`src/rtl/core/sha256_pkg.sv`:
```
`default_nettype none
package sha256_pkg;

  typedef struct packed {
    logic       func;
    logic [7:0] data_byte;
  } in_word_t;

  typedef struct packed {
    logic [31:0] digest_word;
    logic [2:0]  word_index;
    logic        last_word;
  } out_word_t;

  localparam logic FUNC_ABSORB   = 1'b0;
  localparam logic FUNC_FINALIZE = 1'b1;

  // Queue entry from front to back: either a byte to store or a finalize.
  typedef struct packed {
    logic       fin;
    logic [7:0] data;
  } cmd_t;

  localparam int QDEPTH = 4;
  localparam int QAW    = 2;

  localparam logic [31:0] H_INIT [8] = '{
    32'h6a09e667, 32'hbb67ae85, 32'h3c6ef372, 32'ha54ff53a,
    32'h510e527f, 32'h9b05688c, 32'h1f83d9ab, 32'h5be0cd19
  };

  localparam logic [7:0] PAD_BYTE = 8'h80;
  localparam logic [5:0] LEN_POS  = 6'd56;

  function automatic logic [31:0] round_k(input logic [5:0] r);
    logic [31:0] k [64];
    k = '{
      32'h428a2f98, 32'h71374491, 32'hb5c0fbcf, 32'he9b5dba5, 32'h3956c25b, 32'h59f111f1,
      32'h923f82a4, 32'hab1c5ed5, 32'hd807aa98, 32'h12835b01, 32'h243185be, 32'h550c7dc3,
      32'h72be5d74, 32'h80deb1fe, 32'h9bdc06a7, 32'hc19bf174, 32'he49b69c1, 32'hefbe4786,
      32'h0fc19dc6, 32'h240ca1cc, 32'h2de92c6f, 32'h4a7484aa, 32'h5cb0a9dc, 32'h76f988da,
      32'h983e5152, 32'ha831c66d, 32'hb00327c8, 32'hbf597fc7, 32'hc6e00bf3, 32'hd5a79147,
      32'h06ca6351, 32'h14292967, 32'h27b70a85, 32'h2e1b2138, 32'h4d2c6dfc, 32'h53380d13,
      32'h650a7354, 32'h766a0abb, 32'h81c2c92e, 32'h92722c85, 32'ha2bfe8a1, 32'ha81a664b,
      32'hc24b8b70, 32'hc76c51a3, 32'hd192e819, 32'hd6990624, 32'hf40e3585, 32'h106aa070,
      32'h19a4c116, 32'h1e376c08, 32'h2748774c, 32'h34b0bcb5, 32'h391c0cb3, 32'h4ed8aa4a,
      32'h5b9cca4f, 32'h682e6ff3, 32'h748f82ee, 32'h78a5636f, 32'h84c87814, 32'h8cc70208,
      32'h90befffa, 32'ha4506ceb, 32'hbef9a3f7, 32'hc67178f2
    };
    return k[r];
  endfunction

  function automatic logic [31:0] rotr(input logic [31:0] x, input int n);
    return (x >> n) | (x << (32 - n));
  endfunction

endpackage
`default_nettype wire

```
`src/rtl/core/sha256_message_hasher.sv`:
```
`default_nettype none
// SHA-256 hasher over a byte stream of any length.
// Input channel: in_valid_i/in_stall_o with in_data_i (func, data_byte).
// func absorb appends one byte; func finalize pads the message, runs the
// last block(s) and emits eight digest words on the output channel
// (out_valid_o/out_stall_i, out_data_o), word 0 first, last_word on word 7.
// A four-entry command queue parts the input from the hashing engine, so
// bytes keep arriving while a block compresses.
// Throughput: one byte per cycle while no block runs; each 64th byte starts
// a compression (load, 64 rounds, add) on the one round unit, during which
// no bytes leave the queue. Finalize shifts in the padding bytes, writes
// the length field, compresses, then emits the eight output words.
// Reset loads the initial hash values and clears counters and queue.
// When the receiver stalls, the current digest word holds and the engine
// waits; the queue fills and then stalls the sender.
module sha256_message_hasher import sha256_pkg::*; (
  input  wire logic      clk_i,
  input  wire logic      rst_ni,
  input  wire logic      in_valid_i,
  output logic           in_stall_o,
  input  wire in_word_t  in_data_i,
  output logic           out_valid_o,
  input  wire logic      out_stall_i,
  output out_word_t      out_data_o
);

  logic cmd_valid, cmd_pop;
  cmd_t cmd;

  sha256_front u_front (
    .clk_i, .rst_ni, .in_valid_i, .in_stall_o, .in_data_i,
    .cmd_valid_o(cmd_valid), .cmd_o(cmd), .cmd_pop_i(cmd_pop)
  );

  sha256_back u_back (
    .clk_i, .rst_ni, .cmd_valid_i(cmd_valid), .cmd_i(cmd), .cmd_pop_o(cmd_pop),
    .out_valid_o, .out_stall_i, .out_data_o
  );

endmodule
`default_nettype wire

```
`src/rtl/core/sha256_front.sv`:
```
`default_nettype none
// Input side: take words and queue them as commands for the back end.
module sha256_front import sha256_pkg::*; (
  input  wire logic     clk_i,
  input  wire logic     rst_ni,
  input  wire logic     in_valid_i,
  output logic          in_stall_o,
  input  wire in_word_t in_data_i,
  output logic          cmd_valid_o,
  output cmd_t          cmd_o,
  input  wire logic     cmd_pop_i
);

  cmd_t          mem_q [QDEPTH];
  logic [QAW-1:0] wr_q, rd_q;
  logic [QAW:0]   cnt_q;
  logic           push;

  assign in_stall_o  = (cnt_q == QAW'(0) + (QAW+1)'(QDEPTH));
  assign push        = in_valid_i && !in_stall_o;
  assign cmd_valid_o = (cnt_q != '0);
  assign cmd_o       = mem_q[rd_q];

  always_ff @(posedge clk_i) begin
    if (push) begin
      mem_q[wr_q].fin  <= (in_data_i.func == FUNC_FINALIZE);
      mem_q[wr_q].data <= in_data_i.data_byte;
    end
  end

  always_ff @(posedge clk_i or negedge rst_ni) begin
    if (!rst_ni) begin
      wr_q  <= '0;
      rd_q  <= '0;
      cnt_q <= '0;
    end else begin
      if (push) wr_q <= wr_q + 1'b1;
      if (cmd_pop_i) rd_q <= rd_q + 1'b1;
      cnt_q <= cnt_q + (QAW+1)'(push) - (QAW+1)'(cmd_pop_i);
    end
  end

  a_no_underflow: assert property (@(posedge clk_i) disable iff (!rst_ni)
    cmd_pop_i |-> cnt_q != '0) else $error("pop from empty queue");
  a_no_overflow: assert property (@(posedge clk_i) disable iff (!rst_ni)
    (cnt_q == (QAW+1)'(QDEPTH)) |-> !push) else $error("push into full queue");
  a_cnt_range: assert property (@(posedge clk_i) disable iff (!rst_ni)
    cnt_q <= (QAW+1)'(QDEPTH)) else $error("queue count out of range");

endmodule
`default_nettype wire

```
`src/rtl/core/sha256_back.sv`:
```
`default_nettype none
// Back end: block buffer, padding sequencer, one round per cycle, digest out.
module sha256_back import sha256_pkg::*; (
  input  wire logic      clk_i,
  input  wire logic      rst_ni,
  input  wire logic      cmd_valid_i,
  input  wire cmd_t      cmd_i,
  output logic           cmd_pop_o,
  output logic           out_valid_o,
  input  wire logic      out_stall_i,
  output out_word_t      out_data_o
);

  typedef enum logic [6:0] {
    S_IDLE  = 7'b0000001,
    S_PAD   = 7'b0000010,
    S_LEN   = 7'b0000100,
    S_INIT  = 7'b0001000,
    S_ROUND = 7'b0010000,
    S_ADD   = 7'b0100000,
    S_OUT   = 7'b1000000
  } state_e;

  state_e      state_q, state_d;
  logic [7:0]  buf_q [64];
  logic [5:0]  cnt_q;
  logic [63:0] bitlen_q, total_q;
  logic        fin_q, second_q;
  logic [31:0] h_q [8];
  logic [31:0] v_q [8];
  logic [31:0] w_q [16];
  logic [5:0]  rnd_q;
  logic [2:0]  oidx_q;

  logic [31:0] w_new, wr, t1, t2, s0, s1;
  logic [31:0] e, a;
  logic        shift_en;
  logic [7:0]  shift_byte;

  always_comb begin
    s0    = rotr(w_q[1], 7) ^ rotr(w_q[1], 18) ^ (w_q[1] >> 3);
    s1    = rotr(w_q[14], 17) ^ rotr(w_q[14], 19) ^ (w_q[14] >> 10);
    w_new = w_q[0] + s0 + w_q[9] + s1;
    wr    = w_q[0];
    e     = v_q[4];
    a     = v_q[0];
    t1 = v_q[7] + (rotr(e, 6) ^ rotr(e, 11) ^ rotr(e, 25)) +
         ((e & v_q[5]) ^ (~e & v_q[6])) + round_k(rnd_q) + wr;
    t2 = (rotr(a, 2) ^ rotr(a, 13) ^ rotr(a, 22)) +
         ((a & v_q[1]) ^ (a & v_q[2]) ^ (v_q[1] & v_q[2]));
  end

  // Shift one byte into the tail of the block buffer: a message byte, the
  // 0x80 marker on finalize, or a padding zero.
  always_comb begin
    shift_en   = 1'b0;
    shift_byte = 8'h00;
    if (state_q == S_IDLE && cmd_valid_i) begin
      shift_en   = 1'b1;
      shift_byte = cmd_i.fin ? PAD_BYTE : cmd_i.data;
    end else if (state_q == S_PAD && (cnt_q != 6'd63 || second_q)) begin
      shift_en = 1'b1;
    end
  end

  assign cmd_pop_o   = (state_q == S_IDLE) && cmd_valid_i;
  assign out_valid_o = (state_q == S_OUT);
  assign out_data_o  = '{digest_word: h_q[oidx_q], word_index: oidx_q,
                         last_word: (oidx_q == 3'd7)};

  always_comb begin
    state_d = state_q;
    unique case (state_q)
      S_IDLE: if (cmd_valid_i) begin
        if (cmd_i.fin) state_d = S_PAD;
        else if (cnt_q == 6'd63) state_d = S_INIT;
      end
      S_PAD:  state_d = (cnt_q == 6'd63) ?
                        ((!second_q && total_q[8:3] >= LEN_POS) ? S_INIT : S_LEN) : S_PAD;
      S_LEN:  state_d = S_INIT;
      S_INIT: state_d = S_ROUND;
      S_ROUND: if (rnd_q == 6'd63) state_d = S_ADD;
      S_ADD:  state_d = !fin_q ? S_IDLE : (second_q ? S_PAD : S_OUT);
      S_OUT:  if (!out_stall_i && oidx_q == 3'd7) state_d = S_IDLE;
      default: state_d = S_IDLE;
    endcase
  end

  // Padding: PAD shifts in one zero per cycle until 64 bytes have entered;
  // second_q marks that the length still goes in a following extra block,
  // which is all zeros up to the length field.
  always_ff @(posedge clk_i) begin
    if (shift_en) begin
      for (int i = 0; i < 63; i++) buf_q[i] <= buf_q[i+1];
      buf_q[63] <= shift_byte;
    end
    if (state_q == S_LEN)
      for (int i = 0; i < 8; i++) buf_q[56 + i] <= total_q[63 - 8*i -: 8];
    if (state_q == S_INIT)
      for (int i = 0; i < 16; i++)
        w_q[i] <= {buf_q[4*i], buf_q[4*i+1], buf_q[4*i+2], buf_q[4*i+3]};
    else if (state_q == S_ROUND) begin
      for (int i = 0; i < 15; i++) w_q[i] <= w_q[i+1];
      w_q[15] <= w_new;
    end
    if (state_q == S_INIT) for (int i = 0; i < 8; i++) v_q[i] <= h_q[i];
    else if (state_q == S_ROUND) begin
      v_q[7] <= v_q[6]; v_q[6] <= v_q[5]; v_q[5] <= v_q[4];
      v_q[4] <= v_q[3] + t1;
      v_q[3] <= v_q[2]; v_q[2] <= v_q[1]; v_q[1] <= v_q[0];
      v_q[0] <= t1 + t2;
    end
  end

  always_ff @(posedge clk_i or negedge rst_ni) begin
    if (!rst_ni) begin
      state_q  <= S_IDLE;
      cnt_q    <= '0;
      bitlen_q <= '0;
      total_q  <= '0;
      fin_q    <= 1'b0;
      second_q <= 1'b0;
      rnd_q    <= '0;
      oidx_q   <= '0;
      for (int i = 0; i < 8; i++) h_q[i] <= H_INIT[i];
    end else begin
      state_q <= state_d;
      unique case (state_q)
        S_IDLE: if (cmd_valid_i) begin
          if (cmd_i.fin) begin
            fin_q    <= 1'b1;
            second_q <= 1'b0;
            total_q  <= bitlen_q + {55'd0, cnt_q, 3'd0};
          end else begin
            fin_q <= 1'b0;
            cnt_q <= cnt_q + 6'd1;
            if (cnt_q == 6'd63) bitlen_q <= bitlen_q + 64'd512;
          end
        end
        S_PAD: begin
          if (cnt_q == 6'd63) begin
            if (!second_q && state_d == S_INIT) second_q <= 1'b1;
            else second_q <= 1'b0;
          end else cnt_q <= cnt_q + 6'd1;
        end
        S_INIT: rnd_q <= '0;
        S_ROUND: rnd_q <= rnd_q + 6'd1;
        S_ADD: begin
          for (int i = 0; i < 8; i++) h_q[i] <= h_q[i] + v_q[i];
          cnt_q  <= '0;
          oidx_q <= '0;
        end
        S_OUT: if (!out_stall_i) begin
          oidx_q <= oidx_q + 3'd1;
          if (oidx_q == 3'd7) begin
            for (int i = 0; i < 8; i++) h_q[i] <= H_INIT[i];
            bitlen_q <= '0;
            fin_q    <= 1'b0;
          end
        end
        default: ;
      endcase
    end
  end

  a_pop_idle: assert property (@(posedge clk_i) disable iff (!rst_ni)
    cmd_pop_o |-> state_q == S_IDLE) else $error("pop outside idle");
  a_out_fin: assert property (@(posedge clk_i) disable iff (!rst_ni)
    out_valid_o |-> fin_q) else $error("digest without finalize");
  a_round_end: assert property (@(posedge clk_i) disable iff (!rst_ni)
    (state_q == S_ROUND && rnd_q == 6'd63) |=> state_q == S_ADD)
    else $error("round count slip");

endmodule
`default_nettype wire
```
`config.mk`:
```
export PLATFORM = sky130hd
export DESIGN_NAME = sha256_message_hasher
export DESIGN_NICKNAME = d
export VERILOG_FILES = /design/src/rtl/core/sha256_pkg.sv /design/src/rtl/core/sha256_message_hasher.sv /design/src/rtl/core/sha256_front.sv /design/src/rtl/core/sha256_back.sv
export SDC_FILE = /design/constraint.sdc
export NUM_CORES = 2
export LEC_CHECK = 0
export BUFFER_PORTS_ARGS = -buffer_cell sky130_fd_sc_hd__buf_2
export CORE_ASPECT_RATIO = 0.6
export CORE_MARGIN = 2
export CORE_UTILIZATION = 35
export CTS_CLUSTER_DIAMETER = 80
export DETAILED_ROUTE_END_ITERATION = 7
export PLACE_DENSITY = 0.58
export SLEW_MARGIN = 20
export SYNTH_ARGS = -nofsm -noshare
export SYNTH_HDL_FRONTEND = slang
export SYNTH_SLANG_ARGS = --single-unit
```
`constraint.sdc`:
```
create_clock -name clk_i -period 31.7 [get_ports clk_i]
set_input_delay 3.17 -clock clk_i [delete_from_list [all_inputs] [get_ports clk_i]]
set_output_delay 3.17 -clock clk_i [all_outputs]
set_load 0.01 [all_outputs]
```
-- After elaboration in Yosys (flattened, before gate mapping)
Memory sizes are Yosys's and may differ from the RTL's.
Cells that the tools add are included.
W data, S select, Z words.
- add/sub/neg operators: 27
- mux-type cells: 88
- bitwise logic cells: 61
- magnitude comparators: 3
- equal/unequal tests: 21
- reduce and logical (&&, ||, !) cells: 23
- operators by type and width (operator ; count):
    $mux W32 ; 28
    $add A32 B32 Y32 ; 18
    $mux W256 ; 2
    $pmux W256 S2 ; 1
    $mux W64 ; 5
    $xor A32 B32 Y32 ; 9
    $and A32 B32 Y32 ; 5
    $pmux W64 S2 ; 1
    $bmux W32 S3 ; 1
    $mux W8 ; 10
    $add A64 B10 Y64 const B ; 1
    $add A64 B9 Y64 ; 1
    $mux W7 ; 8
    $pmux W7 S7 ; 1
    $not A32 Y32 ; 1
    $or A1 B1 Y1 ; 32
    $or A10 B32 Y32 ; 1
    $or A13 B32 Y32 ; 1
    $or A14 B32 Y32 ; 1
    $or A15 B32 Y32 ; 1
    $or A19 B32 Y32 ; 1
    $or A21 B32 Y32 ; 1
    $or A25 B32 Y32 ; 1
    $or A26 B32 Y32 ; 1
    other kinds (43) ; 91
- input bits: 13
- register bits after elaboration: 415
- word-level logic and storage cells: 247
- memories: 5
- ROM bits: 2048
- bits in writable memories: 1316
- output and inout bits: 38
- memory list (memory ; depth ; width ; rd ports ; clocked after memory_dff ; write ports ; RTL line ; RTL):
    (no name shown) ; 64 ; 32 ; 1 ; 0 ; 0 ; sha256_pkg.sv:50 ; return k[r];
    u_back.buf_q ; 64 ; 8 ; 64 ; 0 ; 64 ; sha256_back.sv:25 ; logic [7:0] buf_q [64];
    u_back.w_q ; 16 ; 32 ; 16 ; 0 ; 16 ; sha256_back.sv:31 ; logic [31:0] w_q [16];
    u_back.v_q ; 8 ; 32 ; 8 ; 0 ; 8 ; sha256_back.sv:30 ; logic [31:0] v_q [8];
    u_front.mem_q ; 4 ; 9 ; 1 ; 0 ; 1 ; sha256_front.sv:14 ; cmd_t mem_q [QDEPTH];

-- Depth between registers and ports, before layout
- depth after elaboration: 10
- depth in mapped cells: 42
- depth with buffers taken out: 40

-- Cells and area by module
Synthesis repeated with hierarchy kept, for this count alone.
- cells, all modules: 8942
- area, all modules: 94779.7 µm²
- by module, submodules not included (module ; instances ; sequential area each (µm²) ; cells each ; area an instance (µm²)):
    sha256_back ; 1 ; 48517.8 ; 8856 ; 93021.7
    sha256_front ; 1 ; 1256.2 ; 86 ; 1757.9

-- Worst setup path after synthesis
OpenSTA, ideal clock, no wires.
- path type: reg-to-reg
- start point: reg u_back.state_q[0]
- end point: mem u_back.buf_q[56][0], in the netlist u_back.buf_q[28][0], enable pin
- path buffers: 0
- data required time: 31271 ps
- clock period less this slack: 25908 ps
- library setup time: 429 ps
- stages on the path, launching flop included: 6
- arrival time: 25479 ps
- path slack: 5792 ps
- cell sequence: dfstp_2 > or3_1 > nor3_1 > nand3b_1 > o22ai_1 > nand2b_1
- RTL lines (element ; RTL line ; RTL):
    start: declaration ; sha256_back.sv:24 ; state_e state_q, state_d;
    start signal: assignment ; sha256_back.sv:127 ; state_q <= state_d;
    end: declaration ; sha256_back.sv:25 ;

==> metrics.yaml <==
hold_viol: 0
drive_above_1_share: 0.09647
track_usage: 0.2341
std_cell_rows: 148
crit_buf_inv: 4
reg2reg_depth: 38
ys.flop_type: "edfxtp_1"
cts_buffers: 180
fin_crit_sh: 0.3624
r2r_start: "u_back.rnd_q[1]$_DFFE_PN0P_"
post-route-min-period_ps: 11490
tightest_slew_ps: 1332
stdcell_count: 12645
cts.sinks: 1719
grt.overflow.total: 0
endpoint_kind: "register"
cellLeakagePower_nw: 42.16
netlist_area_um2: 95030
root_buffer: "clkbuf_16"
met2_wirelength_um: 113900
cp_max_fo: 24
fin_skew_ps: 108.0
p_total_w: 0.005895
critPathRequiredTime_ps: 32290
start_util: 0.3512
slew_viol_final: 0
drt_wl_total_um: 332200
relSlewSlack: 0.1069
arrival_ps: 12070
drt-met1-wl_um: 165100
drt_pass1_iterations: 8
critPathSlowestCell: "o21ai_0"
cts_max_level: 4
rsz0062_at_grt: "false"
worstSetupStartpointType: "register"
ir_drop_mv: 0.1329
max_stage_delay_ps: 1030
grt_pass1_wl_um: 474500
wl_met3_um: 47690
drv_cap: 0
vias_per_cell: 5.547
postCtsHoldBufs: 0
hold-path-cell-count: 0
hold_path_class: "register to register"
hold_start: "u_back.buf_q[6][14]$_DFFE_PP_"
powerDensity_nw_per_um2: 56.06
die_w_um: 676.7
ant_nets: 0
multiInputGateArea_um2: 42630
timing.rr.end: "u_back.v_q[0][30]$_DFFE_PP_"
vias: 70141
cts_tree: "done"
crit_family: "compound AO/OA/AOI/OAI gates"
synthCells: 8978
area_delta_synth_final_pct: 10.65
port_buffers: 50
drcViolationCount: 0
whs_ps: 359.1
regArea_um2: 49790
placed_cells: 12312
wire_per_inst_um: 26.27
hpwl_um: 242500
grt_pass1_vias: 65142
ctsResizeCount: 0
setup_viol: 0
fin_nets: 9510
routabilityCongestion: 0.9885
ys_warn_count: 0
status: "finished clean"
fin_tns_setup_ps: 0
antenna_found_initial: 18
hold_end: "u_back.buf_q[6][6]$_DFFE_PP_"
n_fill_cell: 26153
die-height_um: 407.6
async_flop_share: 0.2344
dr.max_layer_used: "met5"
core_region_area_um2: 270500
fmax_mhz: 87.05
die-area_um2: 275800
clk_latency_ps: 890
ios: 51
synth_cell_types: 94
clock_path_buffers: 4
critPathKind: "register to register"
post_cts_buffers: 0
ys_seq_elements: 1719
grt_max_degree: 194
r2r_slack_ps: 20210
syn_nets: 9591
first_iter_violations: 9365
synth_edf_count: 1316
clk_pin_slew_ps: 70
syn_avg_cell_area_um2: 10.58
synth_seq_area_share: 0.5238
## power breakdown
group	leakage (nW)	internal (W)	switching (W)
clock	2.88	0.00125	0.000955
sequential	16.1	0.00296	0.000199
combinational	23.2	0.000146	0.000387
total	42.2	0.00435	0.00154
## metrics by stage
stage / utilization / setup WS [ps] / cell area, um2
finish: 0.3887 / 20210 / 105100
global route: 0.3886 / 19820 / 105100
CTS: 0.3883 / 20610 / 105100
detailed placement: 0.3665 / 20680 / 99150
global placement: 0.3664 / 20600 / 99140
floorplan: - / 5792 / 95030
## layer usage
layer  global-route usage  vias to the layer above
li1                     -                    31232
met3               0.1067                      334
met4              0.03491                       10
met1               0.3833                    35248
met5             0.004811                        -
met2               0.2703                     3317
## layout by cell type (no fill, tap or decap), types with 50 or more instances in the layout
cell type and n:
a21o_1 160, nand2b_1 66, dfrtp_1 259, edfxtp_1 1316, nand2_1 2435, dfstp_2 137, nor2b_1 54, and3_1 56
nand3_1 152, fa_1 196, nor2_1 365, xor2_1 241, inv_1 290, ha_1 404, buf_4 105, clkbuf_16 182
mux4_2 77, o21a_1 50, a21oi_1 477, nor3_1 109, xnor2_1 379, mux2_2 150, o21ai_0 497
## sequential cells by signal (all words and copies together), names as in the netlist, 2 cells and up
name,cells
u_back.buf_q,512
u_back.w_q,512
u_back.h_q,256
u_back.v_q,256
u_back.total_q,61
u_back.bitlen_q,55
u_front.mem_q,36
u_back.state_q,7
u_back.cnt_q,6
u_back.rnd_q,6
u_back.oidx_q,3
u_front.cnt_q,3
u_front.rd_q,2
u_front.wr_q,2
## how the worst max path moves through the flow
stage / from / endpoint / slack [ps] / cells after the start
2_1_floorplan: u_back.state_q[0]$_DFF_PN1_ / u_back.buf_q[28][0]$_DFFE_PP_ / 5790 / 5
3_3_place_gp: u_back.rnd_q[3]$_DFFE_PN0P_ / u_back.v_q[0][30]$_DFFE_PP_ / 20600 / 34
3_5_place_dp: u_back.rnd_q[3]$_DFFE_PN0P_ / u_back.v_q[0][31]$_DFFE_PP_ / 20680 / 34
4_1_cts: u_back.rnd_q[3]$_DFFE_PN0P_ / u_back.v_q[0][31]$_DFFE_PP_ / 20610 / 34
5_1_grt: u_back.rnd_q[3]$_DFFE_PN0P_ / u_back.v_q[0][31]$_DFFE_PP_ / 19820 / 34
6_report: u_back.rnd_q[1]$_DFFE_PN0P_ / u_back.v_q[0][30]$_DFFE_PP_ / 20210 / 38
## cell families after synthesis
| family | synth area share |
|---|---|
| AOI/OAI and AO/OA | 0.09977 |
| muxes | 0.04066 |
| xor gates and xnor gates | 0.05762 |
| DFF | 0.5238 |
| buffers and inverters | 0.02860 |
| adders and majority gates | 0.09722 |
| and+or+nand+nor | 0.1523 |
## Yosys cell counts (14+ instances only)
cell type,number,share of area
a211oi_1,34,0.0027
a21boi_0,16,0.0013
a21o_1,160,0.013
a21oi_1,480,0.025
a221oi_1,17,0.0016
a311oi_1,16,0.0015
a31oi_1,43,0.0028
and2_1,28,0.0018
and3_1,56,0.0037
buf_1,31,0.0012
clkbuf_1,388,0.015
dfrtp_1,266,0.070
dfstp_2,137,0.038
edfxtp_1,1316,0.42
fa_1,196,0.041
ha_1,404,0.053
inv_1,291,0.011
maj3_1,26,0.0027
mux2_2,150,0.018
mux2i_1,44,0.0046
mux4_2,77,0.018
nand2_1,2437,0.096
nand2b_1,67,0.0044
nand3_1,152,0.0080
nand3b_1,15,0.0012
nand4_1,35,0.0023
nor2_1,366,0.014
nor2b_1,55,0.0036
nor3_1,109,0.0057
nor3b_1,14,0.0011
o211ai_1,42,0.0033
o21a_1,50,0.0040
o21ai_0,502,0.026
o21bai_1,37,0.0029
o31ai_1,32,0.0025
or2_2,21,0.0014
or3_1,44,0.0029
xnor2_1,379,0.035
xor2_1,241,0.022
## cell type report
| class | instances | area share |
|---|---|---|
| clock inverters | 83 | 0.008865 |
| inverters | 293 | 0.01053 |
| clock buffers | 241 | 0.04742 |
| repair buffers | 162 | 0.01126 |
| multi-input cells | 6541 | 0.4054 |
| diodes | 6 | 0.0001428 |
| well taps | 3600 | 0.04284 |
| flip-flops and latches | 1719 | 0.4735 |
## worst register-to-register path, delay by kind of cell, from the launching register on
family,cells,cell delay [ps]
flops,1,320
xor+xnor,1,270
simple gates,8,1520
compound gates,17,4850
fa+ha+maj,8,3450
buf+inv,4,840
No activity file was read; power rests on OpenSTA's default activity.
